--- src/rtl/assert_macros.svh ---
// Assertion macros shared by the transposition cipher RTL.
// No dependencies; define ASSERT_OFF to compile the checks out.
`ifndef ASSERT_MACROS_SVH
`define ASSERT_MACROS_SVH
`ifndef ASSERT_OFF
`define CTCI_ASSERT(lbl, clk, rst_n, prop) \
	lbl: assert property (@(posedge clk) disable iff (!rst_n) prop) \
		else $error("assertion failed");
`define CTCI_NEVER(lbl, clk, rst_n, expr) \
	lbl: assert property (@(posedge clk) disable iff (!rst_n) !(expr)) \
		else $error("assertion failed");
`else
`define CTCI_ASSERT(lbl, clk, rst_n, prop)
`define CTCI_NEVER(lbl, clk, rst_n, expr)
`endif
`endif

--- src/rtl/ctci_pkg.sv ---
// Package for the columnar transposition cipher unit: sizes, codes, payload
// and control structs, and the key letter ranking function. No dependencies.
package ctci_pkg;

	localparam int KEY_MAX      = 16;
	localparam int LETTER_SLOTS = 16;
	localparam int LEN_LIMIT    = (KEY_MAX < LETTER_SLOTS) ? KEY_MAX : LETTER_SLOTS;
	localparam int KEY_W        = $clog2(KEY_MAX);
	localparam int POS_W        = $clog2(LEN_LIMIT);
	localparam int LEN_W        = 5;

	localparam int ROWQ_DEPTH = 4;
	localparam int ROWQ_W     = $clog2(ROWQ_DEPTH);
	localparam int OUTQ_DEPTH = 4;
	localparam int OUTQ_W     = $clog2(OUTQ_DEPTH);
	localparam int RAM_DEPTH  = ROWQ_DEPTH * KEY_MAX;
	localparam int RAM_AW     = ROWQ_W + KEY_W;

	localparam int CFG_AW = 5;
	localparam int CFG_DW = 64;

	localparam logic [7:0] PAD_BYTE   = 8'h20;
	localparam logic [4:0] RANK_OTHER = 5'd26;

	typedef enum logic [1:0] {
		REG_KEY_LOW  = 2'd0,
		REG_KEY_HIGH = 2'd1,
		REG_KEY_LEN  = 2'd2,
		REG_MODE     = 2'd3
	} cfg_reg_t;

	typedef enum logic {
		KIND_CHAR  = 1'b0,
		KIND_FLUSH = 1'b1
	} item_kind_t;

	typedef struct packed {
		item_kind_t  kind;
		logic [7:0]  character;
	} item_t;

	typedef struct packed {
		logic [7:0] out_char;
		logic       row_last;
	} result_t;

	typedef struct packed {
		logic [LEN_W-1:0] len;
		logic             mode;
		logic             busy;
		logic             clear_row;
	} cfg_t;

	typedef logic [KEY_MAX-1:0][KEY_W-1:0] order_t;

	typedef struct packed {
		logic [LEN_W-1:0] fill;
	} row_desc_t;

	typedef struct packed {
		logic              en;
		logic [RAM_AW-1:0] addr;
		logic [7:0]        data;
	} ram_wr_t;

	typedef struct packed {
		logic              en;
		logic [RAM_AW-1:0] addr;
	} ram_rd_t;

	// Letters rank 0..25 regardless of case; anything else ranks after z.
	function automatic logic [4:0] letter_rank(input logic [7:0] b);
		logic [7:0] lb;
		logic [7:0] d;
		lb = b;
		if (b >= 8'h41 && b <= 8'h5A) begin
			lb = b + 8'h20;
		end
		d = lb - 8'h61;
		if (lb >= 8'h61 && lb <= 8'h7A) begin
			return d[4:0];
		end
		return RANK_OTHER;
	endfunction

endpackage

--- src/rtl/ctci_ram.sv ---
// Generic single-write, single-read RAM with registered read data.
// No dependencies.
module ctci_ram #(
	parameter int WIDTH = 8,
	parameter int DEPTH = 64
) (
	input  logic                     clk,
	input  logic                     we,
	input  logic [$clog2(DEPTH)-1:0] waddr,
	input  logic [WIDTH-1:0]         wdata,
	input  logic                     re,
	input  logic [$clog2(DEPTH)-1:0] raddr,
	output logic [WIDTH-1:0]         rdata
);

	logic [WIDTH-1:0] mem_q [DEPTH];

	always_ff @(posedge clk) begin
		if (we) begin
			mem_q[waddr] <= wdata;
		end
		if (re) begin
			rdata <= mem_q[raddr];
		end
	end

endmodule

--- src/rtl/ctci_cfg.sv ---
// Configuration registers and the column order builder, which ranks one key
// position per cycle after a key write. Depends on ctci_pkg and assert_macros.svh.
`include "assert_macros.svh"
module ctci_cfg import ctci_pkg::*; (
	input  logic              clk,
	input  logic              arst_n,
	input  logic              psel,
	input  logic              penable,
	input  logic              pwrite,
	input  logic [CFG_AW-1:0] paddr,
	input  logic [CFG_DW-1:0] pwdata,
	output logic [CFG_DW-1:0] prdata,
	output cfg_t              cfg,
	output order_t            order,
	output order_t            inv
);

	logic [63:0]      key_lo_q;
	logic [63:0]      key_hi_q;
	logic [4:0]       key_len_q;
	logic             mode_q;
	logic             busy_q;
	logic [POS_W-1:0] bp_q;
	order_t           order_q;
	order_t           inv_q;

	logic                         wr;
	cfg_reg_t                     widx;
	logic                         build_start;
	logic [LEN_W-1:0]             eff_len;
	logic [LETTER_SLOTS-1:0][7:0] letters;
	logic [LEN_LIMIT-1:0][4:0]    ranks;
	logic [4:0]                   rp;
	logic [POS_W:0]               slot;
	logic                         bp_live;

	assign wr   = psel & penable & pwrite;
	assign widx = cfg_reg_t'(paddr[CFG_AW-1:3]);
	assign build_start = wr && (widx == REG_KEY_LOW || widx == REG_KEY_HIGH ||
		widx == REG_KEY_LEN);

	always_comb begin
		if (key_len_q == '0) begin
			eff_len = LEN_W'(1);
		end else if (key_len_q > LEN_W'(LEN_LIMIT)) begin
			eff_len = LEN_W'(LEN_LIMIT);
		end else begin
			eff_len = key_len_q;
		end
	end

	assign letters = {key_hi_q, key_lo_q};

	always_comb begin
		for (int i = 0; i < LEN_LIMIT; i++) begin
			ranks[i] = letter_rank(letters[i]);
		end
	end

	// Slot of the current position: how many positions in use sort ahead of it.
	always_comb begin
		rp   = ranks[bp_q];
		slot = '0;
		for (int q = 0; q < LEN_LIMIT; q++) begin
			if (LEN_W'(q) < eff_len && (ranks[q] < rp ||
				(ranks[q] == rp && POS_W'(q) < bp_q))) begin
				slot = slot + (POS_W+1)'(1);
			end
		end
		bp_live = LEN_W'(bp_q) < eff_len;
	end

	always_ff @(posedge clk or negedge arst_n) begin
		if (!arst_n) begin
			key_lo_q  <= '0;
			key_hi_q  <= '0;
			key_len_q <= 5'd1;
			mode_q    <= 1'b0;
			busy_q    <= 1'b0;
			bp_q      <= '0;
			for (int i = 0; i < KEY_MAX; i++) begin
				order_q[i] <= KEY_W'(i);
				inv_q[i]   <= KEY_W'(i);
			end
		end else begin
			if (wr) begin
				case (widx)
					REG_KEY_LOW:  key_lo_q  <= pwdata;
					REG_KEY_HIGH: key_hi_q  <= pwdata;
					REG_KEY_LEN:  key_len_q <= pwdata[4:0];
					REG_MODE:     mode_q    <= pwdata[0];
					default: ;
				endcase
			end
			if (build_start) begin
				busy_q <= 1'b1;
				bp_q   <= '0;
			end else if (busy_q) begin
				if (bp_live) begin
					order_q[KEY_W'(slot)] <= KEY_W'(bp_q);
					inv_q[KEY_W'(bp_q)]   <= KEY_W'(slot);
				end
				bp_q <= bp_q + POS_W'(1);
				if (bp_q == POS_W'(LEN_LIMIT - 1)) begin
					busy_q <= 1'b0;
				end
			end
		end
	end

	always_comb begin
		case (widx)
			REG_KEY_LOW:  prdata = key_lo_q;
			REG_KEY_HIGH: prdata = key_hi_q;
			REG_KEY_LEN:  prdata = {{(CFG_DW-5){1'b0}}, key_len_q};
			REG_MODE:     prdata = {{(CFG_DW-1){1'b0}}, mode_q};
			default:      prdata = '0;
		endcase
	end

	assign cfg.len       = eff_len;
	assign cfg.mode      = mode_q;
	assign cfg.busy      = busy_q;
	assign cfg.clear_row = wr && (widx == REG_KEY_LEN);
	assign order         = order_q;
	assign inv           = inv_q;

	`CTCI_ASSERT(a_build_starts, clk, arst_n, build_start |=> busy_q)
	`CTCI_NEVER(a_order_inv_match, clk, arst_n, !busy_q && inv_q[order_q[0]] != '0)
	`CTCI_NEVER(a_order_head_range, clk, arst_n, !busy_q && LEN_W'(order_q[0]) >= eff_len)

endmodule

--- src/rtl/ctci_front.sv ---
// Front end: accepts characters and flushes, writes them into the row bank
// at the queue's write slot and hands finished rows on. Depends on ctci_pkg.
`include "assert_macros.svh"
module ctci_front import ctci_pkg::*; (
	input  logic              clk,
	input  logic              arst_n,
	input  logic              push,
	input  item_t             item,
	input  cfg_t              cfg,
	input  logic              rq_full,
	input  logic [ROWQ_W-1:0] rq_wptr,
	output ram_wr_t           wr,
	output logic              rq_push,
	output row_desc_t         rq_desc
);

	logic [LEN_W-1:0] fill_q;
	logic [LEN_W-1:0] fill_inc;
	logic             acc;
	logic             is_char;
	logic             row_done;

	assign acc      = push & ~rq_full;
	assign is_char  = item.kind == KIND_CHAR;
	assign fill_inc = fill_q + LEN_W'(1);
	assign row_done = fill_inc >= cfg.len;

	assign wr.en   = acc & is_char;
	assign wr.addr = {rq_wptr, KEY_W'(fill_q)};
	assign wr.data = item.character;

	// A flush of a partial row records how many entries are real; the rest
	// read back as padding.
	assign rq_push      = acc & (is_char ? row_done : (fill_q != '0));
	assign rq_desc.fill = is_char ? cfg.len : fill_q;

	always_ff @(posedge clk or negedge arst_n) begin
		if (!arst_n) begin
			fill_q <= '0;
		end else if (cfg.clear_row) begin
			fill_q <= '0;
		end else if (acc) begin
			if (!is_char || row_done) begin
				fill_q <= '0;
			end else begin
				fill_q <= fill_inc;
			end
		end
	end

	`CTCI_NEVER(a_fill_below_len, clk, arst_n, fill_q >= cfg.len)
	`CTCI_NEVER(a_write_in_row, clk, arst_n, wr.en && rq_push && rq_desc.fill != fill_inc)

endmodule

--- src/rtl/ctci_rowq.sv ---
// Queue of finished row requests between the front and back ends; the slot
// index doubles as the row bank number. Depends on ctci_pkg.
`include "assert_macros.svh"
module ctci_rowq import ctci_pkg::*; (
	input  logic              clk,
	input  logic              arst_n,
	input  logic              push,
	input  row_desc_t         desc,
	input  logic              pop,
	output logic              full,
	output logic              empty,
	output logic [ROWQ_W-1:0] wptr,
	output logic [ROWQ_W-1:0] rptr,
	output row_desc_t         head
);

	row_desc_t         slot_q [ROWQ_DEPTH];
	logic [ROWQ_W-1:0] wp_q;
	logic [ROWQ_W-1:0] rp_q;
	logic [ROWQ_W:0]   cnt_q;

	always_ff @(posedge clk) begin
		if (push) begin
			slot_q[wp_q] <= desc;
		end
	end

	always_ff @(posedge clk or negedge arst_n) begin
		if (!arst_n) begin
			wp_q  <= '0;
			rp_q  <= '0;
			cnt_q <= '0;
		end else begin
			if (push) begin
				wp_q <= wp_q + ROWQ_W'(1);
			end
			if (pop) begin
				rp_q <= rp_q + ROWQ_W'(1);
			end
			if (push && !pop) begin
				cnt_q <= cnt_q + (ROWQ_W+1)'(1);
			end else if (pop && !push) begin
				cnt_q <= cnt_q - (ROWQ_W+1)'(1);
			end
		end
	end

	assign full  = cnt_q == (ROWQ_W+1)'(ROWQ_DEPTH);
	assign empty = cnt_q == '0;
	assign wptr  = wp_q;
	assign rptr  = rp_q;
	assign head  = slot_q[rp_q];

	`CTCI_NEVER(a_push_full, clk, arst_n, push && full)
	`CTCI_NEVER(a_pop_empty, clk, arst_n, pop && empty)

endmodule

--- src/rtl/ctci_back.sv ---
// Back end: walks the head row in permuted column order, reads the row bank,
// substitutes padding and queues results. Depends on ctci_pkg.
`include "assert_macros.svh"
module ctci_back import ctci_pkg::*; (
	input  logic              clk,
	input  logic              arst_n,
	input  cfg_t              cfg,
	input  order_t            order,
	input  order_t            inv,
	input  logic              rq_empty,
	input  logic [ROWQ_W-1:0] rq_rptr,
	input  row_desc_t         rq_head,
	input  logic [7:0]        rdata,
	input  logic              pop,
	output logic              rq_pop,
	output ram_rd_t           rd,
	output logic              empty,
	output result_t           result
);

	logic [KEY_W-1:0] k_q;
	logic             valid_s2;
	logic             pad_s2;
	logic             last_s2;

	result_t          oq_q [OUTQ_DEPTH];
	logic [OUTQ_W-1:0] owp_q;
	logic [OUTQ_W-1:0] orp_q;
	logic [OUTQ_W:0]   ocnt_q;

	logic [OUTQ_W+1:0] pending;
	logic              issue;
	logic [KEY_W-1:0]  src;
	logic              pad;
	logic [LEN_W-1:0]  k_inc;
	logic              last;
	logic              oq_pop;
	result_t           oq_in;

	// Results in flight count against free output slots.
	assign pending = (OUTQ_W+2)'(ocnt_q) + (OUTQ_W+2)'(valid_s2);
	assign issue   = ~rq_empty & ~cfg.busy & (pending < (OUTQ_W+2)'(OUTQ_DEPTH));
	assign src     = cfg.mode ? inv[k_q] : order[k_q];
	assign pad     = LEN_W'(src) >= rq_head.fill;
	assign k_inc   = LEN_W'(k_q) + LEN_W'(1);
	assign last    = k_inc == cfg.len;
	assign rq_pop  = issue & last;

	assign rd.en   = issue;
	assign rd.addr = {rq_rptr, src};

	always_ff @(posedge clk or negedge arst_n) begin
		if (!arst_n) begin
			k_q      <= '0;
			valid_s2 <= 1'b0;
		end else begin
			valid_s2 <= issue;
			if (issue) begin
				k_q <= last ? '0 : KEY_W'(k_inc);
			end
		end
	end

	always_ff @(posedge clk) begin
		if (issue) begin
			pad_s2  <= pad;
			last_s2 <= last;
		end
	end

	assign oq_in.out_char = pad_s2 ? PAD_BYTE : rdata;
	assign oq_in.row_last = last_s2;
	assign oq_pop         = pop & ~empty;

	always_ff @(posedge clk) begin
		if (valid_s2) begin
			oq_q[owp_q] <= oq_in;
		end
	end

	always_ff @(posedge clk or negedge arst_n) begin
		if (!arst_n) begin
			owp_q  <= '0;
			orp_q  <= '0;
			ocnt_q <= '0;
		end else begin
			if (valid_s2) begin
				owp_q <= owp_q + OUTQ_W'(1);
			end
			if (oq_pop) begin
				orp_q <= orp_q + OUTQ_W'(1);
			end
			if (valid_s2 && !oq_pop) begin
				ocnt_q <= ocnt_q + (OUTQ_W+1)'(1);
			end else if (oq_pop && !valid_s2) begin
				ocnt_q <= ocnt_q - (OUTQ_W+1)'(1);
			end
		end
	end

	assign empty  = ocnt_q == '0;
	assign result = oq_q[orp_q];

	`CTCI_NEVER(a_oq_overflow, clk, arst_n, valid_s2 && !oq_pop && ocnt_q == (OUTQ_W+1)'(OUTQ_DEPTH))
	`CTCI_ASSERT(a_row_wraps, clk, arst_n, issue && last |=> k_q == '0)

endmodule

--- src/rtl/columnar_transposition_cipher_unit.sv ---
// Columnar transposition cipher unit. Takes one request per cycle while not
// full; finished rows leave through the registered output queue, one result
// per cycle while it has room, and up to 4 rows are held in the row banks. A
// key or key length write starts a column ranking pass; rows wait for it
// before they are emitted. Reset clears all control state and sets the column
// order to identity; row bank contents are not cleared.
module columnar_transposition_cipher_unit import ctci_pkg::*; (
	input  logic              clk,
	input  logic              arst_n,
	input  logic              push,
	output logic              full,
	input  item_t             item,
	output logic              empty,
	input  logic              pop,
	output result_t           result,
	input  logic              psel,
	input  logic              penable,
	input  logic              pwrite,
	input  logic [CFG_AW-1:0] paddr,
	input  logic [CFG_DW-1:0] pwdata,
	output logic [CFG_DW-1:0] prdata,
	output logic              pready
);

	cfg_t              cfg;
	order_t            order;
	order_t            inv;
	ram_wr_t           ram_wr;
	ram_rd_t           ram_rd;
	logic [7:0]        ram_rdata;
	logic              rq_push;
	row_desc_t         rq_desc;
	logic              rq_pop;
	logic              rq_full;
	logic              rq_empty;
	logic [ROWQ_W-1:0] rq_wptr;
	logic [ROWQ_W-1:0] rq_rptr;
	row_desc_t         rq_head;

	assign pready = 1'b1;
	assign full   = rq_full;

	ctci_cfg u_cfg (
		.clk     (clk),
		.arst_n  (arst_n),
		.psel    (psel),
		.penable (penable),
		.pwrite  (pwrite),
		.paddr   (paddr),
		.pwdata  (pwdata),
		.prdata  (prdata),
		.cfg     (cfg),
		.order   (order),
		.inv     (inv)
	);

	ctci_front u_front (
		.clk     (clk),
		.arst_n  (arst_n),
		.push    (push),
		.item    (item),
		.cfg     (cfg),
		.rq_full (rq_full),
		.rq_wptr (rq_wptr),
		.wr      (ram_wr),
		.rq_push (rq_push),
		.rq_desc (rq_desc)
	);

	ctci_rowq u_rowq (
		.clk    (clk),
		.arst_n (arst_n),
		.push   (rq_push),
		.desc   (rq_desc),
		.pop    (rq_pop),
		.full   (rq_full),
		.empty  (rq_empty),
		.wptr   (rq_wptr),
		.rptr   (rq_rptr),
		.head   (rq_head)
	);

	ctci_ram #(
		.WIDTH (8),
		.DEPTH (RAM_DEPTH)
	) u_row_ram (
		.clk   (clk),
		.we    (ram_wr.en),
		.waddr (ram_wr.addr),
		.wdata (ram_wr.data),
		.re    (ram_rd.en),
		.raddr (ram_rd.addr),
		.rdata (ram_rdata)
	);

	ctci_back u_back (
		.clk      (clk),
		.arst_n   (arst_n),
		.cfg      (cfg),
		.order    (order),
		.inv      (inv),
		.rq_empty (rq_empty),
		.rq_rptr  (rq_rptr),
		.rq_head  (rq_head),
		.rdata    (ram_rdata),
		.pop      (pop),
		.rq_pop   (rq_pop),
		.rd       (ram_rd),
		.empty    (empty),
		.result   (result)
	);

endmodule
--- config.mk ---
export PLATFORM = sky130hd
export DESIGN_NAME = columnar_transposition_cipher_unit
export DESIGN_NICKNAME = d
export VERILOG_FILES = /design/src/rtl/ctci_pkg.sv /design/src/rtl/ctci_ram.sv /design/src/rtl/ctci_cfg.sv /design/src/rtl/ctci_front.sv /design/src/rtl/ctci_rowq.sv /design/src/rtl/ctci_back.sv /design/src/rtl/columnar_transposition_cipher_unit.sv
export VERILOG_INCLUDE_DIRS = /design/src /design/src/rtl
export SDC_FILE = /design/constraint.sdc
export NUM_CORES = 1
export LEC_CHECK = 0
export BUFFER_PORTS_ARGS = -buffer_cell sky130_fd_sc_hd__buf_2
export CAP_MARGIN = 15
export CORE_MARGIN = 2
export CORE_UTILIZATION = 49
export CTS_CLUSTER_SIZE = 28
export DETAILED_ROUTE_END_ITERATION = 7
export HOLD_SLACK_MARGIN = 0.12
export PLACE_DENSITY = 0.7
export SLEW_MARGIN = 20
export SYNTH_ARGS = -nofsm -noshare
export SYNTH_HDL_FRONTEND = slang
export SYNTH_SLANG_ARGS = --single-unit
export TNS_END_PERCENT = 20
--- constraint.sdc ---
create_clock -name clk -period 14.5 [get_ports clk]
set_input_delay 0.725 -clock clk [delete_from_list [all_inputs] [get_ports clk]]
set_output_delay 0.725 -clock clk [all_outputs]
set_load 0.03 [all_outputs]
---- Word-level counts from Yosys, hierarchy flattened ----
Memory sizes are Yosys's and may differ from the RTL's. A register that Yosys moved wholly into a read port is not among the register bits.
Cells that the tools add are included.
operators by class
  order comparisons ....................... 122
  divide/modulo/power cells ............... 0
  equal/unequal tests ..................... 22
  shift-type cells ........................ 0
  $mul .................................... 0
  reductions and logical operators ........ 109
  muxes and demuxes ....................... 118
  $add $sub $neg .......................... 59
  bitwise operators ....................... 15
operator list
  kind                 number
  $ge 8x7->1 const B   32
  $le 8x7->1 const B   32
  $pmux 64 s4          1
  $mux 5               39
  $mux 8               17
  $add 8x6->8 const B  16
  $bwmux 64            2
  $mux 4               22
  $eq 5x5->1           17
  $lt 5x5->1           16
  $sub 5x1->5 const B  16
  $logic_and 1x1->1    72
  $add 4x1->4 const B  14
  $lt 4x5->1 const A   8
  $bmux 4 s4           2
  $demux 4 s4          2
  $lt 4x4->1 const A   8
  $mux 1               27
  $bmux 5 s4           1
  $lt 3x5->1 const A   4
  $logic_or 1x1->1     19
  $lt 3x4->1 const A   4
  $lt 4x5->1 const B   3
  $mux 3               4
  other kinds (33)     67
word-level totals
  word-level logic and storage cells ...... 497
  memories kept ........................... 3
  bits in writable memories ............... 568
  ROM bits ................................ 0
  output and inout port bits .............. 76
  latch bits .............................. 0
  register bits after elaboration ......... 293
memory list
  name             words  width  rd ports  clocked after Yosys merged registers in  wr ports  line             text
  u_row_ram.mem_q  64     8      1         1                                        1         ctci_ram.sv:16   logic [WIDTH-1:0] mem_q [DEPTH];
  u_back.oq_q      4      9      1         0                                        1         ctci_back.sv:26  result_t oq_q [OUTQ_DEPTH];
  u_rowq.slot_q    4      5      1         0                                        1         ctci_rowq.sv:17  row_desc_t slot_q [ROWQ_DEPTH];

---- Longest topological paths before layout ----
Gate-level depths: netlist of the first run.
  word-level depth ........................ 49
  depth in mapped cells ................... 65
  mapped depth without buffers ............ 65

---- By module ----
From an unflattened synthesis of the first run, not the netlist that was laid out.
second synthesis, totals
  cells, all modules ...................... 3168
  area total of the unflattened synthesis .. 44059.8 um^2
modules (own cells, without submodules)
  module                              instances  cells an instance  area each (um^2)
  ctci_ram                            1          940                20246.9
  ctci_cfg                            1          1874               18803.0
  ctci_back                           1          215                3276.9
  ctci_rowq                           1          61                 1118.6
  ctci_front                          1          76                 603.1
  columnar_transposition_cipher_unit  1          2                  11.3

---- Worst setup path before layout of the first run ----
OpenSTA, ideal clock, no wires.
  path kind ............................... reg2reg
  start point ............................. reg u_cfg.key_hi_q[13]
  end point ............................... reg u_cfg.order_q (netlist bit u_cfg.order[24])
  arrival time ............................ 12.558 ns
  stages on the path, launching flop included .. 65
  data required time ...................... 14.375 ns
  setup slack ............................. 1.817 ns
  buffers on the path ..................... 1
  period minus slack after synthesis ...... 12.683 ns
  path through ............................ dfrtp_1 -> inv_1 -> ha_1 -> nand4_1 -> or4_1 -> a211oi_1 -> mux2i_1 -> nand2_1 -> mux4_2 -> mux4_2 -> inv_1 -> ha_1 -> nand2_1 -> nand2b_1 -> maj3_1 -> o22a_1 -> inv_1 -> ha_1 -> [29 not listed] -> ha_1 -> nand2_1 -> nand2_1 -> ha_1 -> nor2_1 -> a21oi_1 -> ha_1 -> nand2_1 -> nand2b_1 -> ha_1 -> nand4b_1 -> xnor2_1 -> xor2_1 -> clkbuf_1 -> and3_1 -> nand2_1 -> mux2i_4 -> mux2_4
between the ends
  word-level cells in the longest chain between the ends .. 49
  elaborated cells between the ends (all ways) .. 131
RTL lines
  element                                                              line             text
  from (decl)                                                          ctci_cfg.sv:19   logic [63:0] key_hi_q;
  from (signal assigned)                                               ctci_cfg.sv:89   REG_KEY_HIGH: key_hi_q <= pwdata;
  $ge 8x7->1 or $le 8x7->1 (tied branches)                             ctci_pkg.sv:76   if (b >= 8'h41 && b <= 8'h5A) begin
  $logic_and 1x1->1                                                    ctci_pkg.sv:76
  $mux 8 *                                                             ctci_pkg.sv:76
  $ge 8x7->1 or $le 8x7->1 (tied branches)                             ctci_pkg.sv:80   if (lb >= 8'h61 && lb <= 8'h7A) begin
  $logic_and 1x1->1                                                    ctci_pkg.sv:80
  $mux 1                                                               ctci_pkg.sv:80
  $mux 5 *                                                             ctci_pkg.sv:83   return RANK_OTHER;
  parallel branches: the longest is 36 deep, another holds $lt 5x5->1  --
  $mux 4 *                                                             ctci_cfg.sv:65   if (LEN_W'(q) < eff_len && (ranks[q] < rp ||
  $lt 4x5->1 (not written as such) or $ge 4x1->1 (tied branches)       ctci_cfg.sv:100  order_q[KEY_W'(slot)] <= KEY_W'(bp_q);
  $logic_and 1x1->1 (not written as such)                              ctci_cfg.sv:100
  $mux 4 (not written as such)                                         ctci_cfg.sv:100
  $demux 4 s4 *                                                        --
  $bwmux 64 *                                                          ctci_cfg.sv:100
  to (signal, indexed assignment)                                      ctci_cfg.sv:82   order_q[i] <= KEY_W'(i);
  to (signal, indexed assignment)                                      ctci_cfg.sv:100
  to (decl)                                                            ctci_cfg.sv:24   order_t order_q;
Every way passes the cells marked *. The select of a mux whose other input is x is not followed.
A chain may end at the register's enable or synchronous reset.

---- Worst setup path after layout of the first run ----
  start point ............................. reg u_cfg.key_lo_q[37]
  end point ............................... reg u_cfg.order_q (netlist bit u_cfg.order[21])
between the ends
  word-level cells in the longest chain between the ends .. 49
  elaborated cells between the ends (all ways) .. 131
RTL lines
  element                                                              line             text
  from (decl)                                                          ctci_cfg.sv:18   logic [63:0] key_lo_q;
  from (signal assigned)                                               ctci_cfg.sv:88   REG_KEY_LOW: key_lo_q <= pwdata;
  $ge 8x7->1 or $le 8x7->1 (tied branches)                             ctci_pkg.sv:76
  $logic_and 1x1->1                                                    ctci_pkg.sv:76
  $mux 8 *                                                             ctci_pkg.sv:76
  $ge 8x7->1 or $le 8x7->1 (tied branches)                             ctci_pkg.sv:80
  $logic_and 1x1->1                                                    ctci_pkg.sv:80
  $mux 1                                                               ctci_pkg.sv:80
  $mux 5 *                                                             ctci_pkg.sv:83
  parallel branches: the longest is 36 deep, another holds $lt 5x5->1  --
  $mux 4 *                                                             ctci_cfg.sv:65
  $lt 4x5->1 (not written as such) or $ge 4x1->1 (tied branches)       ctci_cfg.sv:100
  $logic_and 1x1->1 (not written as such)                              ctci_cfg.sv:100
  $mux 4 (not written as such)                                         ctci_cfg.sv:100
  $demux 4 s4 *                                                        --
  $bwmux 64 *                                                          ctci_cfg.sv:100
Marked as above.

==> impl_summary.md, run 1 <==
Setup path
The slowest stage of the critical path belongs to the cell sky130_fd_sc_hd__a211oi_1. Among the stages of the critical path, the cell type that occurs most often is sky130_fd_sc_hd__ha_1. The worst setup path is of the reg2reg kind. The worst-case reg-to-reg path depth is 63. The worst setup path is captured at a flop. At the worst endpoint, the required time is 15.05 ns. The startpoint of the worst register-to-register path is u_cfg.key_lo_q[37]. STA classifies the critical path startpoint as a flop. The reg-to-reg setup timing slack is 0.79 ns. The destination of the worst register-to-register timing path is u_cfg.order[21].

The arrival time of the worst setup path is 14.26 ns. The largest single stage delay on the critical path is 0.61 ns. In this run the worst path has a maximum fanout of 6.

Placement
The number of cells in the design after placement is 4637. The detailed placer's ending HPWL is 68.6 mm. The final weighted congestion in routability-driven placement is 0.895. The post-placement cell area is 46900 um2. The total of buffers placed on input and output ports is 156. The pre-CTS setup slack is 0.526 ns.

Die
The height of the die is 307 um. The starting utilization of the core area is 49.3%. The horizontal die dimension is 307 um. The top-level I/O count is 161. The floorplan step defined a die boundary enclosing 94200 um2. The standard cell core area is 91200 um2. Row generation in the floorplan step produced 111 rows.

Synth
In this run the cell area of the synthesized design comes to 45000 um2. The register area share after synthesis is 55.0%. The fraction of post-synthesis cell area in the top cell type by area is 38.6%. The cell type contributing the most total cell area after synthesis is sky130_fd_sc_hd__edfxtp_1.

The gate count after technology mapping is 3424. In the synthesized netlist the dominant register cell turns out to be sky130_fd_sc_hd__edfxtp_1. The number of synthesis warnings is 0. After synthesis, the most frequently instantiated cells are sky130_fd_sc_hd__edfxtp_1 (578), sky130_fd_sc_hd__mux2i_1 (302), sky130_fd_sc_hd__dfrtp_1 (226), sky130_fd_sc_hd__nand2_1 (226), sky130_fd_sc_hd__nor2_1 (188). The synthesized area divided by synthesized cell count is 13.1 um2. In this run, synthesis inferred 578 flip-flops with an integrated enable. The flop and latch count out of synthesis is 869. Among all cell types in the netlist, the one instantiated most often is sky130_fd_sc_hd__edfxtp_1. For this run, asynchronously set or reset flops after synthesis account for 33.5%.

The number of different library cells used by synthesis comes to 111. The post-synthesis net count is 3698. After synthesis, the cell types taking the most area are sky130_fd_sc_hd__edfxtp_1 (39%), sky130_fd_sc_hd__dfrtp_1 (13%), sky130_fd_sc_hd__mux2i_1 (6.7%).

STA
Of the available clock period, the critical path in the final layout requires 94.6%. The number of max-slew violations in the final report came to 0. Setup repair after global routing left no endpoint under its margin. Setup slack closes at 0.789 ns. The final critical delay including setup and external delays is 13.71 ns. The max-slew headroom at the worst pin is 26.9%.

The slew at the pin closest to its max-slew limit is 1.10 ns. The number of endpoints with negative hold slack in the final report is 0. The maximum clock frequency is 72.9 MHz. The setup violation total in the final timing report is 0. The clock skew is 0.0388 ns. Summed over all failing endpoints, the final setup total negative slack is 0 ns.

Status
The flow ran to the end, and the final reports show no timing, DRC or antenna violations.

Global routing
The number of global-route vias before repair came to 27900. The global-route usage over all layers is 21.8%. The initial antenna violation count came to 4. For this run the aggregate overflow at the end of global routing stands at 0. The largest net degree at the start of global routing is 163. The wire length of the first global-routing pass is 160 mm.

Layout
The count of inserted antenna diode cells is 0. The total of fill cells in the finished design is 7337. For this run, the post-layout net count is 3822. The number of standard cells in the final layout excluding fillers is 4806. The fraction of final layout cells with drive strength greater than 1 is 20.7%. Once layout is done, the placed cells without fillers occupy 50200 um2. The area added between synthesis and finish is 11.6%.

Worst hold path
In this run the worst hold path is classified as in2reg. Counting instances, the worst hold path has a depth of 3. The hold path endpoint is u_cfg.key_lo_q[57]. The startpoint identified for the worst hold timing path is pwdata[57].

Detailed routing
The count of TritonRoute iterations in the first routing pass is 6. The total via count after detailed routing is 28000. The wire length per cell is 21.4 um.

The remaining number of nets flagged by the antenna check after routing is 0. The final layout contains routed wiring with a total length of 103 mm. The per-cell via count in the routed design is 5.83. The DRC violation count after routing is 0. The detailed router finished its first iteration with 2423 violations.

Clock tree
No sink is reached through more buffers than the 3 on the longest clock path. The clock-pin slew on the worst setup and hold paths is 0.06 ns. The number of sinks driven by the clock tree is 869.

The maximum level of the CTS H-tree is 3. The CTS tree is yes. The clock root buffer is sky130_fd_sc_hd__clkbuf_16. Clock latency on the worst-skew pair, taken at its later pin, is 0.68 ns. Counting the buffers created by CTS gives 92.

Run
The tool flagged a number of max-cap violations equal to 0.
-- worst max path at each step --
stage / from / endpoint
finish: u_cfg.key_lo_q[37] / u_cfg.order[21]
global route: u_cfg.key_hi_q[13] / u_cfg.order[23]
CTS: u_cfg.key_hi_q[13] / u_cfg.order[21]
detailed placement: u_cfg.key_hi_q[13] / u_cfg.order[21]
global placement: u_cfg.key_hi_q[13] / u_cfg.order[21]
floorplan: u_cfg.key_hi_q[13] / u_cfg.order[24]
-- per-layer routing --
metal,global-route usage (%),vias to the layer above,share of wire (%)
met2,35.7,790,48
met4,7.18,6,3.2
met3,4.17,203,5.9
li1,-,13100,-
met5,0,-,0.038
met1,29.3,13900,43
-- worst max-delay path, delay by kind of cell (launching register included) --
family,cells,cell delay [ns]
muxes,8,2.55
DFF,1,0.40
and+or+nand+nor,14,2.25
buffers and inverters,5,0.39
xor gates and xnor gates,2,0.60
adders and majority gates,16,4.26
AOI/OAI and AO/OA,18,3.19
-- state kept, by name (all words and copies together) (netlist names) --
| signal | flops |
|---|---|
| u_cfg.mode_q | 1 |
| u_cfg.key_len_q | 5 |
| u_front.fill_q | 5 |
| u_cfg.bp_q | 4 |
| u_cfg.order | 64 |
| u_back.owp_q | 2 |
| u_cfg.key_lo_q | 64 |
| u_rowq.slot_q | 20 |
| u_row_ram.rdata | 8 |
| u_back.pad_s2 | 1 |
| u_row_ram.mem_q | 512 |
| u_rowq.rptr | 2 |
| u_back.oq_q | 36 |
| u_back.ocnt_q | 3 |
| u_cfg.inv | 64 |
| u_rowq.wptr | 2 |
| u_rowq.cnt_q | 3 |
| u_back.valid_s2 | 1 |
| u_back.orp_q | 2 |
| u_cfg.key_hi_q | 64 |
| u_cfg.busy_q | 1 |
| u_back.last_s2 | 1 |
| u_back.k_q | 4 |
-- per-stage QoR --
stage | utilization (%) | hold slack (ns)
detailed placement | 51.5 | 0.456
CTS | 54.9 | 0.241
global placement | 51.5 | 0.451
finish | 55.0 | 0.283
floorplan | - | 0.429
global route | 55.0 | 0.267
-- kinds of logic after synthesis --
kind of cell / share of synthesized area [%]
xor+xnor: 2.71
compound gates: 8.12
fa+ha+maj: 5.36
buf+inv: 2.61
simple gates: 8.71
flops: 55.0
other cells: 0.00834
mux: 17.5
-- placed cells by master (no fill, tap or decap), drive strengths merged, types with 8 or more instances in the layout --
cell and n:
clkinv 29, a211oi 118, o211a 8, and2 34, ha 187, xnor2 66, mux2i 317, nor2 189
o21ai 114, o31ai 9, nand2 227, nand4 11, buf 206, dfrtp 226, a21o 25, or3b 10
bufinv 10, nand2b 33, or3 10, clkbuf 127, and3 22, or2 10, nor3 40, o211ai 17
nand3 56, mux2 208, mux4 93, a31oi 17, dfstp 65, o22ai 8, nor2b 103, xor2 45
o311ai 12, inv 112, edfxtp 578, o221ai 18, a21oi 129
-- cell type report --
cell class / count / area [um2] / share of cell area, %
clock buffer: 127 / 2590 / 5.15
clock inverter: 39 / 553 / 1.10
inverter: 113 / 424 / 0.845
multi-input combinational: 2265 / 19200 / 38.3
sequential: 869 / 24700 / 49.3
tap: 1186 / 1480 / 2.96
timing repair buffer: 207 / 1210 / 2.41
-- repair_timing --
| action | CTS | global route |
|---|---|---|
| setup buffers | 0 | 2 |
| hold buffers | 1 | 0 |
| setup endpoints to repair | 0 | 65 |
| endpoints found under the hold margin | 66 | 0 |
| resized for setup | 0 | 14 |
Power of run 1 is not shown: default switching activity piles up to over one toggle a cycle in this logic, so the estimate is an artifact.
==> run 2, diff against run 1 <==
--- a/config.mk
+++ b/config.mk
@@ -8,6 +8,7 @@
 export LEC_CHECK = 0
 export BUFFER_PORTS_ARGS = -buffer_cell sky130_fd_sc_hd__buf_2
 export CAP_MARGIN = 15
+export CORE_ASPECT_RATIO = 0.9
 export CORE_MARGIN = 2
 export CORE_UTILIZATION = 49
 export CTS_CLUSTER_SIZE = 28
==> constraint.sdc (replaced) <==
create_clock -name clk -period 15.7 [get_ports clk]
set_input_delay 0.785 -clock clk [delete_from_list [all_inputs] [get_ports clk]]
set_output_delay 0.785 -clock clk [all_outputs]
set_load 0.03 [all_outputs]
==> run 2 against run 1 <==
Net effect: non-clock buffer count down 6; sequential share of layout area up 0.44 points; global-route usage up 0.93 points; via count up 0.62%; critical path type unchanged.
==> impl_summary.md, run 2 (synthesis results as in run 1) <==
Die
The total die area is 94200 um2 (about the same). The horizontal die dimension came to 323 um (was 307 um). The top-level I/O count is 161 (unchanged). The height of the die is 291 um (was 307 um). The starting utilization of the core area is 49.4% (was 49.3%). The placement row count is 105 (was 111). The standard cell core area is 91000 um2 (was 91200 um2).

Worst hold path
The class of the tightest hold or removal check was in2async (was in2reg).

Global routing
The global-route usage over all layers is 22.7% (was 21.8%). The number of global-route vias before repair is 27900 (about the same). The largest net degree at the start of global routing is 156 (was 163). The wire length of the first global-routing pass is 165 mm (was 160 mm). The initial antenna violation count came to 5 (was 4).

The overall overflow remaining after global route is 0 (unchanged).

Detailed routing
The wire length per cell came to 22.0 um (was 21.4 um). The count of routing violations after the opening detailed-route iteration is 2608 (was 2423). The overall routed net length is 106 mm (was 103 mm). The DRC violation count after routing is 0 (unchanged).

The remaining number of nets flagged by the antenna check after routing came to 0 (unchanged). The total via count after detailed routing is 28200 (was 28000). The count of TritonRoute iterations in the first routing pass is 5 (was 6). The per-cell via count in the routed design is 5.83 (about the same).

Setup path
The cell with the largest stage delay on the worst path is sky130_fd_sc_hd__mux2i_1 (was sky130_fd_sc_hd__a211oi_1). The worst-case reg-to-reg path depth came to 60 (was 63). The maximum single-stage delay on the critical path is 0.63 ns (was 0.61 ns).

The critical path endpoint category is a flop (unchanged). The startpoint of the worst register-to-register path is u_cfg.key_hi_q[13] (was u_cfg.key_lo_q[37]). The worst setup path category is reg2reg (unchanged). The required time at the endpoint of the critical path is 16.24 ns (was 15.05 ns). The worst setup path startpoint is u_cfg.key_hi_q[13] (was u_cfg.key_lo_q[37]).

The cell with the most instances on the worst path was sky130_fd_sc_hd__ha_1 (unchanged). The highest fanout seen on the critical path is 9 (was 6). The startpoint type of the worst setup path was a flop (unchanged). The arrival time of the worst setup path is 15.11 ns (was 14.26 ns).

Layout
Leading cell types in the layout, fill and taps excluded: sky130_fd_sc_hd__edfxtp_1 (578), sky130_fd_sc_hd__mux2i_1 (302), sky130_fd_sc_hd__nand2_1 (225) (was sky130_fd_sc_hd__edfxtp_1 (578), sky130_fd_sc_hd__mux2i_1 (300), sky130_fd_sc_hd__nand2_1 (225)). The most common library cell in the layout ignoring fill and taps is sky130_fd_sc_hd__edfxtp_1 (unchanged). The register with the highest flop count is u_row_ram.mem_q (unchanged). The number of nets in the layout is 3812 (was 3822). The number of flip-flops under the largest register name is 512 (unchanged).

The fraction of final layout cells with drive strength greater than 1 came to 19.9% (was 20.7%). The area added between synthesis and finish came to 10.6% (was 11.6%).

Clock tree
The total CTS buffers is 88 (was 92). The clock-pin slew on the worst setup and hold paths is 0.06 ns (about the same). The latest clock arrival within the worst-skew pair came to 0.68 ns (about the same). The clock root buffer is sky130_fd_sc_hd__clkbuf_16 (unchanged). The CTS tree is yes (unchanged). The maximum number of buffers from clock root to sink is 3 (unchanged). The number of gates given a new drive strength after cts is 0 (unchanged). The maximum level of the CTS H-tree is 3 (unchanged). The total of hold buffers inserted after clock tree synthesis is 0 (was 1). The number of setup buffers added after CTS was 0 (unchanged). The number of sinks driven by the clock tree was 869 (unchanged).

Status
Run status: completed (unchanged).

STA
The clock skew is 0.0285 ns (was 0.0388 ns). The final critical delay including setup and external delays is 14.57 ns (was 13.71 ns). The number of max-slew violations in the final report is 0 (unchanged).

The final clock period utilization by the worst path came to 92.8% (was 94.6%). The sum of negative setup slack is 0 ns (unchanged). The max-slew headroom at the worst pin is 26.6% (was 26.9%). Unrepaired setup endpoints after global routing: no (unchanged). The smallest hold slack is 0.130 ns (was 0.283 ns). The maximum clock frequency was 68.6 MHz (was 72.9 MHz). The number of endpoints with negative hold slack in the final report came to 0 (unchanged). The slew at the pin closest to its max-slew limit is 1.10 ns (about the same). The setup violation total in the final timing report is 0 (unchanged).

Run
The max-capacitance violation count is 0 (unchanged).

Placement
The detailed placer's ending HPWL is 70.6 mm (was 68.6 mm). The total of buffers placed on input and output ports is 156 (unchanged). The final weighted congestion in routability-driven placement was 0.912 (was 0.895).
## run 2: changes by cell type in the layout (fill, tap and decap cells not counted), moves of 3 or more
cell	previous run	this run
sky130_fd_sc_hd__mux2i_4	13	10
sky130_fd_sc_hd__nor2_1	185	188
sky130_fd_sc_hd__clkbuf_16	94	89
sky130_fd_sc_hd__nor2_2	3	0
sky130_fd_sc_hd__clkinv_1	11	19
sky130_fd_sc_hd__clkbuf_8	11	4
sky130_fd_sc_hd__bufinv_16	10	4
sky130_fd_sc_hd__buf_4	51	45
## run 2: metrics by stage
step / worst slack (ns) / instances / instance area, um2 / util [%]
finish: 1.13 / 4839 / 49700 / 54.6
global route: 0.170 / 4839 / 49700 / 54.6
CTS: 1.32 / 4838 / 49700 / 54.6
detailed placement: 1.43 / 4678 / 47000 / 51.6
global placement: 1.57 / 4678 / 47000 / 51.6
floorplan: 3.02 / 3424 / 45000 / -
## run 2: metal layers
layer / part of all wire, % / global-route usage (%) / vias up
li1: - / - / 13100
met1: 45 / 32.8 / 14100
met2: 45 / 34.4 / 861
met3: 7.0 / 4.66 / 202
met4: 3.2 / 7.56 / 4
met5: 0.024 / 0 / -
## run 2: final timing paths
| path | end | slack [ns] |
|---|---|---|
| worst max-delay path | u_cfg.order[15] | 1.13 |
| worst min-delay path | u_cfg.key_lo_q[22] | 0.13 |
| worst max register to register | u_cfg.order[15] | 1.13 |
| worst min register to register | u_cfg.inv[43] | 0.46 |
| max in group asynchronous | u_cfg.order[21] | 14.04 |
| min in group clk | u_cfg.key_lo_q[53] | 0.33 |
## run 2: critical path: cells and delay by family, from the launching register on
kind	cells	cell delay, ns
muxes	9	2.99
and+or+nand+nor	12	2.67
adders and majority gates	14	3.71
xor gates and xnor gates	4	1.07
buffers and inverters	6	0.66
AOI/OAI and AO/OA	15	2.83
DFF	1	0.45
## run 2: layout make-up
class | count | area, um2
clock inverters | 45 | 417
well taps | 1230 | 1540
multi-input cells | 2265 | 19100
flip-flops and latches | 869 | 24700
diodes | 1 | 2.50
fillers | 7506 | 41300
repair buffers | 201 | 1140
inverters | 113 | 424
clock buffers | 115 | 2360
Power of run 2 is left out for the same reason.
==> run 3, diff against run 2 <==
--- a/config.mk
+++ b/config.mk
@@ -6,11 +6,13 @@
 export SDC_FILE = /design/constraint.sdc
 export NUM_CORES = 1
 export LEC_CHECK = 0
+export ABC_AREA = 1
 export BUFFER_PORTS_ARGS = -buffer_cell sky130_fd_sc_hd__buf_2
 export CAP_MARGIN = 15
 export CORE_ASPECT_RATIO = 0.9
 export CORE_MARGIN = 2
 export CORE_UTILIZATION = 49
+export CTS_CLUSTER_DIAMETER = 100
 export CTS_CLUSTER_SIZE = 28
 export DETAILED_ROUTE_END_ITERATION = 7
 export HOLD_SLACK_MARGIN = 0.12
==> constraint.sdc (replaced) <==
create_clock -name clk -period 14.8 [get_ports clk]
set_input_delay 0.74 -clock clk [delete_from_list [all_inputs] [get_ports clk]]
set_output_delay 0.74 -clock clk [all_outputs]
set_load 0.03 [all_outputs]
==> run 3 against run 2 <==
Net effect: routed wire length is 14% higher; the run now ends with DRC left; worst setup slack better by 0.0055 ns; clock skew is 0.020 ns higher; worst hold slack worse by 0.0045 ns; maximum frequency is 6.6% higher; non-clock buffer count is 11 higher; utilization is 2.0 points lower; sequential share of layout area is 2.1 points higher; area after synthesis is 0.48% lower; global-route usage is 2.7 points higher; die area is 0.48% lower.
==> impl_summary.md, run 3 <==
STA
The sum of negative setup slack came to 0 ns (unchanged). The maximum clock frequency came to 73.2 MHz (was 68.6 MHz). Unrepaired setup endpoints after global routing: no (unchanged). The slew at the pin closest to its max-slew limit is 1.10 ns (about the same).

The final clock period utilization by the worst path is 92.3% (was 92.8%). The final critical delay including setup and external delays was 13.66 ns (was 14.57 ns). The number of max-slew violations in the final report is 0 (unchanged). The number of endpoints with negative hold slack in the final report is 0 (unchanged).

The setup violation total in the final timing report is 0 (unchanged). The clock skew came to 0.0483 ns (was 0.0285 ns). The max-slew headroom at the worst pin is 26.6% (about the same).

Setup path
The category of cells accounting for the largest share of critical-path delay is simple AND/OR/NAND/NOR gates (was adder cells). The critical path endpoint category is a flop (unchanged). The maximum single-stage delay on the critical path was 0.72 ns (was 0.63 ns). The number of buffer and inverter stages on the critical path came to 11 (was 6). The cell with the largest stage delay on the worst path is sky130_fd_sc_hd__a221oi_2 (was sky130_fd_sc_hd__mux2i_1). The reg-to-reg setup timing slack is 1.14 ns (was 1.13 ns). The depth of the critical timing path with buffers and inverters included is 76 (was 60).

The startpoint type of the worst setup path is a flop (unchanged). The highest fanout seen on the critical path was 30 (was 9). The worst setup path category was reg2reg (unchanged). The cell with the most instances on the worst path is sky130_fd_sc_hd__nand2_1 (was sky130_fd_sc_hd__ha_1). The worst-case reg-to-reg path depth is 76 (was 60). The arrival time of the worst setup path is 14.15 ns (was 15.11 ns). The required time at the endpoint of the critical path came to 15.29 ns (was 16.24 ns).

Synth
The most repeated cell in the gate-level netlist after synthesis is sky130_fd_sc_hd__nand2_1 (was sky130_fd_sc_hd__edfxtp_1). The cell type contributing the most total cell area after synthesis is sky130_fd_sc_hd__edfxtp_1 (unchanged). The fraction of post-synthesis cell area in the top cell type by area was 38.8% (was 38.6%).

The netlist area before placement is 44800 um2 (was 45000 um2). The synthesized area divided by synthesized cell count came to 9.33 um2 (was 13.1 um2). The register area share after synthesis is 55.2% (was 55.0%).

The post-synthesis net count is 5069 (was 3698). The number of synthesis warnings is 0 (unchanged). The dominant register cell in the synthesized netlist was sky130_fd_sc_hd__edfxtp_1 (unchanged).

The number of distinct library cells after synthesis is 66 (was 111). The number of enable flip-flop cells after synthesis was 578 (unchanged). The fraction of synthesis flops using an asynchronous set or reset pin is 33.5% (unchanged).

The gate count after technology mapping is 4795 (was 3424). The flop and latch count out of synthesis is 869 (unchanged). Top cells by instance count after synthesis: sky130_fd_sc_hd__nand2_1 (829), sky130_fd_sc_hd__nor2_1 (638), sky130_fd_sc_hd__o21ai_0 (613) (was sky130_fd_sc_hd__edfxtp_1 (578), sky130_fd_sc_hd__mux2i_1 (302), sky130_fd_sc_hd__dfrtp_1 (226), sky130_fd_sc_hd__nand2_1 (226), sky130_fd_sc_hd__nor2_1 (188)).

Top post-synthesis cells by area: sky130_fd_sc_hd__edfxtp_1 (39%), sky130_fd_sc_hd__dfrtp_1 (13%), sky130_fd_sc_hd__nand2_1 (7.0%) (was sky130_fd_sc_hd__edfxtp_1 (39%), sky130_fd_sc_hd__dfrtp_1 (13%), sky130_fd_sc_hd__mux2i_1 (6.7%)).

Layout
The most common library cell in the layout ignoring fill and taps was sky130_fd_sc_hd__nand2_1 (was sky130_fd_sc_hd__edfxtp_1). The fraction of final layout cells with drive strength greater than 1 is 10.7% (was 19.9%). The register with the highest flop count was u_row_ram.mem_q (unchanged). The number of nets in the layout is 5089 (was 3812).

The number of flip-flops under the largest register name is 512 (unchanged). The count of inserted antenna diode cells is 0 (was 1). The area added between synthesis and finish is 6.71% (was 10.6%).

Leading cell types in the layout, fill and taps excluded: sky130_fd_sc_hd__nand2_1 (826), sky130_fd_sc_hd__nor2_1 (638), sky130_fd_sc_hd__o21ai_0 (611) (was sky130_fd_sc_hd__edfxtp_1 (578), sky130_fd_sc_hd__mux2i_1 (302), sky130_fd_sc_hd__nand2_1 (225)).

Die
The standard cell core area came to 90800 um2 (was 91000 um2). The horizontal die dimension is 323 um (about the same). The height of the die is 291 um (about the same). The starting utilization of the core area came to 49.3% (was 49.4%).

The total die area is 93800 um2 (was 94200 um2). The top-level I/O count is 161 (unchanged). The placement row count is 105 (unchanged).

Clock tree
The maximum level of the CTS H-tree was 2 (was 3). The CTS tree is yes (unchanged). The number of setup buffers added after CTS is 0 (unchanged).

The total of hold buffers inserted after clock tree synthesis is 0 (unchanged). The clock root buffer is sky130_fd_sc_hd__clkbuf_16 (unchanged). The number of gates given a new drive strength after cts was 0 (unchanged). The maximum number of buffers from clock root to sink is 3 (unchanged). The latest clock arrival within the worst-skew pair is 0.64 ns (was 0.68 ns). The clock-pin slew on the worst setup and hold paths was 0.10 ns (was 0.06 ns). The total CTS buffers came to 39 (was 88).

The number of sinks driven by the clock tree is 869 (unchanged).

Detailed routing
The overall routed net length is 121 mm (was 106 mm). The total via count after detailed routing is 35000 (was 28200). The count of routing violations after the opening detailed-route iteration is 3979 (was 2608). The per-cell via count in the routed design is 5.77 (was 5.83). The wire length per cell was 20.0 um (was 22.0 um). The remaining number of nets flagged by the antenna check after routing was 0 (unchanged).

The DRC violation count after routing was 2 (was 0). The count of TritonRoute iterations in the first routing pass is 8 (was 5).

Run
The max-capacitance violation count was 0 (unchanged).

Placement
The total of buffers placed on input and output ports is 156 (unchanged). The final weighted congestion in routability-driven placement is 0.930 (was 0.912). The detailed placer's ending HPWL is 81.1 mm (was 70.6 mm).

Status
Run status: complete, but fails checks (was completed). The checks that failed: DRC.

Global routing
The number of global-route vias before repair is 32200 (was 27900). The global-route usage over all layers came to 25.4% (was 22.7%). The initial antenna violation count was 6 (was 5). The largest net degree at the start of global routing came to 133 (was 156). The wire length of the first global-routing pass is 186 mm (was 165 mm).

The overall overflow remaining after global route is 0 (unchanged).

Worst hold path
The class of the tightest hold or removal check is in2async (unchanged).
[run 3: changes by cell type after synthesis, sizes merged, moves of 65 or more]
cell,before,now
a211oi,118,7
o21ai,114,624
mux2i,317,0
mux4,93,0
nand2,227,861
nor2b,103,0
clkbuf,119,186
nand3,56,269
mux2,208,2
o22ai,8,165
inv,110,418
nand4,11,76
nor2,189,661
[run 3: area by class of cell]
| cell class | instances | area (um2) |
|---|---|---|
| Multi-Input combinational cell | 3262 | 17500 |
| Sequential cell | 869 | 24700 |
| Timing Repair Buffer | 212 | 1220 |
| Clock inverter | 11 | 154 |
| Clock buffer | 51 | 1020 |
| Inverter | 431 | 1620 |
| Fill cell | 8157 | 43000 |
| Tap cell | 1230 | 1540 |
[run 3: kinds of logic after synthesis]
group	after synthesis	synth area share [%]
and+or+nand+nor	1946	18.7
AOI/OAI and AO/OA	1091	14.2
DFF	869	55.2
buffers and inverters	664	5.84
adders and majority gates	189	5.32
xor gates and xnor gates	33	0.646
muxes	2	0.0503
other	1	0.00838
[run 3: worst paths after layout]
kind | from | to
max | u_cfg.key_hi_q[45] | u_cfg.order[17]
min | arst_n | u_cfg.key_hi_q[47]
max in group asynchronous | arst_n | u_cfg.order[21]
max reg2reg | u_cfg.key_hi_q[45] | u_cfg.order[17]
min in group clk | pwdata[2] | u_cfg.key_len_q[2]
min reg2reg | u_cfg.order[28] | u_cfg.order[28]
[run 3: metal layers]
metal,GRT usage [%],part of all wire (%),vias to the layer above,routed length [um]
met5,0,0.040,-,48
met4,4.75,1.7,8,2050
met3,4.78,9.6,121,11600
met2,37.2,43,1346,51800
met1,39.4,46,16900,55600
li1,-,-,16700,-
[run 3: metrics by stage]
stage               area, um2  utilization (%)  hold slack [ns]  worst slack (ns)  std cells
floorplan               44800                -            0.437              2.93       4795
global placement        46600             51.3            0.452              1.60       6004
detailed placement      46600             51.3            0.453              1.42       6004
CTS                     47800             52.6            0.156              1.34       6066
global route            47800             52.6            0.178             0.322       6066
finish                  47800             52.6            0.125              1.14       6066
Power of run 3 is left out for the same reason.
